$ cat src/design/slc_pkg.sv
package slc_pkg;

  // Defaults for the top-level parameters
  localparam int unsigned MAX_SET_BITS_DEF = 8;
  localparam int unsigned MAX_WAYS_DEF     = 8;
  localparam int unsigned ADDR_BITS_DEF    = 64;

  // Channel payload widths
  localparam int unsigned CMD_W        = 2;
  localparam int unsigned ADDR_W       = 64;
  localparam int unsigned OUTCOME_W    = 2;
  localparam int unsigned CNT_W        = 32;
  localparam int unsigned CFG_IDX_W    = 2;
  localparam int unsigned CFG_DATA_W   = 8;

  // Configuration register widths
  localparam int unsigned SET_BITS_W   = 4;
  localparam int unsigned BLOCK_BITS_W = 5;
  localparam int unsigned WAYS_W       = 4;
  localparam int unsigned SHIFT_W      = 6;

  // Depth of the queue between front and back
  localparam int unsigned Q_DEPTH      = 2;

  typedef enum logic [CMD_W-1:0] {
    CMD_LOAD   = 2'd0,
    CMD_STORE  = 2'd1,
    CMD_MODIFY = 2'd2
  } cmd_e;

  typedef enum logic [OUTCOME_W-1:0] {
    OUT_HIT   = 2'd0,
    OUT_FILL  = 2'd1,
    OUT_EVICT = 2'd2
  } outcome_e;

  typedef enum logic [CFG_IDX_W-1:0] {
    REG_SET_BITS   = 2'd0,
    REG_BLOCK_BITS = 2'd1,
    REG_WAYS       = 2'd2
  } reg_e;

  typedef struct packed {
    logic [SET_BITS_W-1:0]   set_bits;
    logic [BLOCK_BITS_W-1:0] block_bits;
    logic [WAYS_W-1:0]       ways;
  } cfg_t;

  localparam logic [SET_BITS_W-1:0]   SET_BITS_RST   = 4'd4;
  localparam logic [BLOCK_BITS_W-1:0] BLOCK_BITS_RST = 5'd4;
  localparam logic [WAYS_W-1:0]       WAYS_RST       = 4'd1;

endpackage

$ cat src/design/slc_if.sv
interface slc_in_if;
  import slc_pkg::*;
  logic              valid;
  logic              ready;
  logic [CMD_W-1:0]  command;
  logic [ADDR_W-1:0] address;
  modport source (output valid, command, address, input ready);
  modport sink (input valid, command, address, output ready);
endinterface


$ cat src/design/slc_front.sv
module slc_front #(
  parameter int unsigned MAX_SET_BITS = slc_pkg::MAX_SET_BITS_DEF,
  parameter int unsigned ADDR_BITS    = slc_pkg::ADDR_BITS_DEF,
  localparam int unsigned IDX_W       = (MAX_SET_BITS > 0) ? MAX_SET_BITS : 1
) (
  input  logic                 clk_i,
  input  logic                 rst_ni,
  input  slc_pkg::cfg_t        cfg_i,
  input  logic                 en_i,
  slc_in_if.sink               in_i,
  output logic                 q_valid_o,
  input  logic                 q_pop_i,
  output logic [IDX_W-1:0]     q_set_o,
  output logic [ADDR_BITS-1:0] q_tag_o,
  output logic                 q_modify_o
);
  import slc_pkg::*;

  localparam int unsigned PTR_W = (Q_DEPTH > 1) ? $clog2(Q_DEPTH) : 1;

  typedef struct packed {
    logic [IDX_W-1:0]     set_idx;
    logic [ADDR_BITS-1:0] tag;
    logic                 modify;
  } entry_t;

  entry_t               q_mem_q [Q_DEPTH];
  logic [PTR_W-1:0]     wr_ptr_q, wr_ptr_d;
  logic [PTR_W-1:0]     rd_ptr_q, rd_ptr_d;
  logic [PTR_W:0]       cnt_q, cnt_d;
  logic                 push;
  logic [SET_BITS_W-1:0] set_eff;
  logic [SHIFT_W-1:0]   tag_shift;
  logic [ADDR_BITS-1:0] addr_m;
  logic [ADDR_BITS-1:0] addr_off;
  logic [IDX_W-1:0]     set_mask;
  entry_t               entry;

  // Split the address into set index and tag
  always_comb begin
    set_eff   = (cfg_i.set_bits > SET_BITS_W'(MAX_SET_BITS)) ? SET_BITS_W'(MAX_SET_BITS)
                                                              : cfg_i.set_bits;
    tag_shift = SHIFT_W'(set_eff) + SHIFT_W'(cfg_i.block_bits);
    addr_m    = in_i.address[ADDR_BITS-1:0];
    addr_off  = addr_m >> cfg_i.block_bits;
    set_mask  = ~({IDX_W{1'b1}} << set_eff);
    entry.set_idx = addr_off[IDX_W-1:0] & set_mask;
    entry.tag     = addr_m >> tag_shift;
    entry.modify  = (in_i.command == CMD_MODIFY);
  end

  assign in_i.ready = en_i && (cnt_q != (PTR_W+1)'(Q_DEPTH));
  assign push       = in_i.valid && in_i.ready;
  assign q_valid_o  = (cnt_q != '0);
  assign q_set_o    = q_mem_q[rd_ptr_q].set_idx;
  assign q_tag_o    = q_mem_q[rd_ptr_q].tag;
  assign q_modify_o = q_mem_q[rd_ptr_q].modify;

  always_comb begin
    wr_ptr_d = wr_ptr_q;
    rd_ptr_d = rd_ptr_q;
    cnt_d    = cnt_q;
    if (push) begin
      wr_ptr_d = (wr_ptr_q == PTR_W'(Q_DEPTH - 1)) ? '0 : wr_ptr_q + 1'b1;
    end
    if (q_pop_i) begin
      rd_ptr_d = (rd_ptr_q == PTR_W'(Q_DEPTH - 1)) ? '0 : rd_ptr_q + 1'b1;
    end
    if (push && !q_pop_i) begin
      cnt_d = cnt_q + 1'b1;
    end else if (!push && q_pop_i) begin
      cnt_d = cnt_q - 1'b1;
    end
  end

  always_ff @(posedge clk_i or negedge rst_ni) begin
    if (!rst_ni) begin
      wr_ptr_q <= '0;
      rd_ptr_q <= '0;
      cnt_q    <= '0;
    end else begin
      wr_ptr_q <= wr_ptr_d;
      rd_ptr_q <= rd_ptr_d;
      cnt_q    <= cnt_d;
    end
  end

  always_ff @(posedge clk_i) begin
    if (push) begin
      q_mem_q[wr_ptr_q] <= entry;
    end
  end

  a_fill_count: assert property (@(posedge clk_i) disable iff (!rst_ni)
    push && !q_pop_i |=> cnt_q == $past(cnt_q) + 1'b1)
    else $error("queue count did not advance on transfer");

endmodule

$ cat src/flat_wrapper.sv
// flat-port wrapper written by rule: the top's interface ports become plain ports
module slc_front_flat import slc_pkg::*;
#(
  parameter int unsigned MAX_SET_BITS = slc_pkg::MAX_SET_BITS_DEF,
  parameter int unsigned ADDR_BITS    = slc_pkg::ADDR_BITS_DEF,
  localparam int unsigned IDX_W       = (MAX_SET_BITS > 0) ? MAX_SET_BITS : 1
)
  (clk_i, rst_ni, cfg_i, en_i, q_valid_o, q_pop_i, q_set_o, q_tag_o, q_modify_o, in_i_valid, in_i_command, in_i_address, in_i_ready);
  slc_in_if in_i_i ();
  input  logic clk_i;
  input  logic rst_ni;
  input  slc_pkg::cfg_t cfg_i;
  input  logic en_i;
  output logic q_valid_o;
  input  logic q_pop_i;
  output logic [IDX_W-1:0] q_set_o;
  output logic [ADDR_BITS-1:0] q_tag_o;
  output logic q_modify_o;
  input wire logic [$bits(in_i_i.valid)-1:0] in_i_valid;
  input wire logic [$bits(in_i_i.command)-1:0] in_i_command;
  input wire logic [$bits(in_i_i.address)-1:0] in_i_address;
  output wire logic [$bits(in_i_i.ready)-1:0] in_i_ready;
  assign in_i_i.valid = in_i_valid;
  assign in_i_i.command = in_i_command;
  assign in_i_i.address = in_i_address;
  assign in_i_ready = in_i_i.ready;
  slc_front #(.MAX_SET_BITS(MAX_SET_BITS), .ADDR_BITS(ADDR_BITS)) u_core (.clk_i(clk_i), .rst_ni(rst_ni), .cfg_i(cfg_i), .en_i(en_i), .in_i(in_i_i), .q_valid_o(q_valid_o), .q_pop_i(q_pop_i), .q_set_o(q_set_o), .q_tag_o(q_tag_o), .q_modify_o(q_modify_o));
endmodule
$ cat config.mk
export PLATFORM = sky130hd
export DESIGN_NAME = slc_front_flat
export DESIGN_NICKNAME = d
export VERILOG_FILES = /design/src/design/slc_pkg.sv /design/src/design/slc_if.sv /design/src/design/slc_front.sv /design/src/flat_wrapper.sv
export SDC_FILE = /design/constraint.sdc
export NUM_CORES = 1
export LEC_CHECK = 0
export ABC_CLOCK_PERIOD_IN_PS = 6600
export BUFFER_PORTS_ARGS = -buffer_cell sky130_fd_sc_hd__buf_2
export CAP_MARGIN = 10
export CELL_PAD_IN_SITES_DETAIL_PLACEMENT = 1
export CELL_PAD_IN_SITES_GLOBAL_PLACEMENT = 1
export CORE_ASPECT_RATIO = 1.25
export CORE_MARGIN = 4
export CORE_UTILIZATION = 51
export DETAILED_ROUTE_END_ITERATION = 8
export PLACE_DENSITY_LB_ADDON = 0.12
export SYNTH_ARGS = -nofsm -noshare
export SYNTH_HDL_FRONTEND = slang
export SYNTH_SLANG_ARGS = --single-unit
$ cat constraint.sdc
create_clock -name clk_i -period 6.6 [get_ports clk_i]
set_input_delay 0.66 -clock clk_i [delete_from_list [all_inputs] [get_ports clk_i]]
set_output_delay 0.66 -clock clk_i [all_outputs]
set_load 0.005 [all_outputs]
==> flow_summary.json <==
{
  "grt_pass1_vias": 8090,
  "power.share.clock": 0.257,
  "dp.cells": 1234,
  "syn_area_per_cell_um2": 12.5,
  "ctsResizeCount": 0,
  "setup-violations-final": 0,
  "clk_latency_ns": 0.42,
  "numPortBuffers": 154,
  "cts.sinks": 150,
  "cts_tree": "yes",
  "slew_headroom": 0.267,
  "drive_gt1_frac": 0.374,
  "cp_common_cell": "mux2i_1",
  "ys_ff_latch": 150,
  "grt_max_degree": 68,
  "cts-root-buf": "clkbuf_16",
  "synth_nets": 956,
  "layout_common_cells": "198 x mux2i_1, 154 x buf_2, 146 x edfxtp_1",
  "rsz0062_at_grt": "no",
  "status": "finished clean",
  "cts_hold_buf": 0,
  "leakagePower_nw": 4.88,
  "path_cells": "buf_2, xnor2_1, ha_4, or2_1, o211ai_4, buf_4, mux2i_1, mux2i_1, a22oi_1, nand2_1",
  "fin_tns_setup_ns": 0,
  "end_kind": "flop",
  "multi_input_area_um2": 5890,
  "clkSlewWorstSetupHoldPaths_ns": 0.07,
  "syn_to_final_growth_pct": 13.0,
  "gp_congestion": 0.932,
  "start_util": 0.519,
  "synth_cell_types": 56,
  "switching_share": 0.359,
  "drt_iter0_drc": 431,
  "final-seq-area_um2": 4490,
  "p_switching_w": 0.00143,
  "num_rows": 59,
  "async_reset_ff_frac": 0.0267,
  "n_antenna_cell": 0,
  "max_stage_delay_ns": 0.82,
  "clockBufferDepth": 2,
  "io_pins": 159,
  "grt_antenna_before_repair": 0,
  "grt_use_total": 0.257,
  "synth_edf_count": 146,
  "utilization": 0.587,
  "ir_drop_uv": 169,
  "grtUsageMet2": 0.436,
  "clock_skew_ns": 0.0119,
  "p_int_w": 0.00255,
  "vias": 7787,
  "start_kind": "primary input",
  "nFillCells": 2189,
  "critPathRequiredTime_ns": 6.74,
  "syn_inst": 867,
  "grt_remaining_overflow": 0,
  "hold_path.class": "in2async",
  "dr.pass1.iters": 5,
  "synth-seq-area-share": 0.413,
  "power.share.combinational": 0.402,
  "yosys_warnings": 0,
  "vias_per_cell": 6.15,
  "cp.arrival_ns": 4.55,
  "drc": 0,
  "htreeDepth": 4,
  "core_um2": 20900,
  "wl_per_cell_um": 24.2,
  "powerDensity_nw_per_um2": 325,
  "synth_top_flop_cell": "edfxtp_1",
  "maxCapViolCount": 0,
  "die_h_um": 171,
  "crit_fanout": 42,
  "crit_slowest_cell": "o211ai_4",
  "critPathBufInv": 2,
  "synthesis.area_um2": 10800,
  "dpl.hpwl_um": 23100,
  "layout_commonest_cell": "mux2i_1",
  "nNetsFinal": 1068,
  "layout_min_cycle_time_ns": 4.41,
  "crit_type": "in2reg",
  "worstMarginPinSlew_ns": 1.10,
  "busiest_layer": "met2",
  "fmax_mhz": 227,
  "hold_ws_ns": 0.0285,
  "hold_violations": 0,
  "power_frac_seq": 0.341,
  "cts_setup_buffers": 0,
  "drt-total-wl_um": 30700,
  "slew_violations": 0,
  "grt_pass1_wl_um": 47100,
  "min_period_over_period": 0.668,
  "use_met3": 0.0319,
  "instances_no_fill": 1266,
  "dieArea_um2": 23700,
  "die_w_um": 138,
  "cts_buffers": 17,
  "met1_usage": 0.328,
  "path_delay_family": "buffers and inverters",
  "antenna_left": 0
}
==> power groups by stage <==
| stage | clock network [W] | registers, W | logic [W] |
|---|---|---|---|
| after floorplan | 0 | 0.00132 | 0.00110 |
| after global placement | 0 | 0.00137 | 0.00155 |
| after global routing | 0.00109 | 0.00137 | 0.00172 |
| after detailed placement | 0 | 0.00138 | 0.00158 |
| final | 0.00102 | 0.00136 | 0.00160 |
| after CTS | 0.00103 | 0.00136 | 0.00160 |
==> area by class of cell <==
type,instances,share of cell area
multi-input combinational,634,0.480
inverter,8,0.00245
clock buffer,17,0.0347
tap,274,0.0280
sequential,150,0.366
clock inverter,15,0.0168
timing repair buffer,168,0.0715
==> Yosys cell counts (all sizes together), types with 2 or more instances <==
cell | instances | share of area
nand2b | 4 | 0.0023
xor2 | 4 | 0.0032
a21boi | 2 | 0.0014
mux4 | 48 | 0.10
a22oi | 8 | 0.0055
nor3 | 22 | 0.010
mux2 | 102 | 0.11
and2 | 9 | 0.0052
o21ai | 23 | 0.011
xnor2 | 4 | 0.0039
a211oi | 5 | 0.0044
a21oi | 50 | 0.023
edfxtp | 146 | 0.40
nand3 | 3 | 0.0014
mux2i | 198 | 0.18
nor2 | 31 | 0.011
inv | 8 | 0.0028
o221ai | 3 | 0.0030
nand4b | 2 | 0.0030
a31oi | 6 | 0.0046
buf | 52 | 0.038
dfrtp | 4 | 0.0092
o22ai | 7 | 0.0040
o211ai | 8 | 0.0068
clkbuf | 23 | 0.0080
o21a | 4 | 0.0028
or2 | 3 | 0.0017
ha | 5 | 0.0058
nor2b | 5 | 0.0029
nand2 | 67 | 0.023
==> path summary, 6_finish.rpt <==
path / from / to / cells after the start / slack (ns)
max in group asynchronous: rst_ni / u_core.rd_ptr_q / 1 / 6.44
worst min-delay path: rst_ni / u_core.cnt_q[0] / 1 / 0.03
worst max-delay path: cfg_i[5] / u_core.q_mem_q[0][2] / 10 / 2.19
worst min register to register: u_core.cnt_q[1] / u_core.cnt_q[1] / 1 / 0.50
min in group clk_i: q_pop_i / u_core.rd_ptr_q / 2 / 0.43
worst max register to register: u_core.cnt_q[0] / u_core.q_mem_q[0][43] / 5 / 4.04
==> registers in the layout, summed over array words and instances (netlist names) <==
signal           flops
u_core.cnt_q         2
u_core.q_mem_q     146
u_core.rd_ptr_q      1
u_core.wr_ptr_q      1
==> through the flow <==
step           area [um^2]  setup slack (ns)  total power [W]
2_1_floorplan        10800              1.92          0.00242
3_3_place_gp         11600              1.83          0.00292
3_5_place_dp         11600              1.80          0.00296
4_1_cts              12300              2.24          0.00400
5_1_grt              12300              1.97          0.00418
6_report             12300              2.19          0.00398
==> kinds of logic (layout without fill, tap and decap cells) <==
| kind of cell | Yosys count | count (layout) | share of synthesized area |
|---|---|---|---|
| AO/OA/AOI/OAI | 121 | 121 | 0.0707 |
| XOR/XNOR | 8 | 8 | 0.00715 |
| adder cells (fa/ha/maj) | 5 | 5 | 0.00577 |
| buffers and inverters | 83 | 208 | 0.0490 |
| flip-flops | 150 | 150 | 0.413 |
| multiplexers | 348 | 348 | 0.389 |
| AND/OR/NAND/NOR | 152 | 152 | 0.0653 |
==> layer usage <==
| layer | wire (um) | part of all wire |
|---|---|---|
| met5 | 0 | 0 |
| met4 | 1570 | 0.051 |
| met3 | 1300 | 0.043 |
| met2 | 15100 | 0.49 |
| met1 | 12600 | 0.41 |
(Power assumes the default switching activity.)
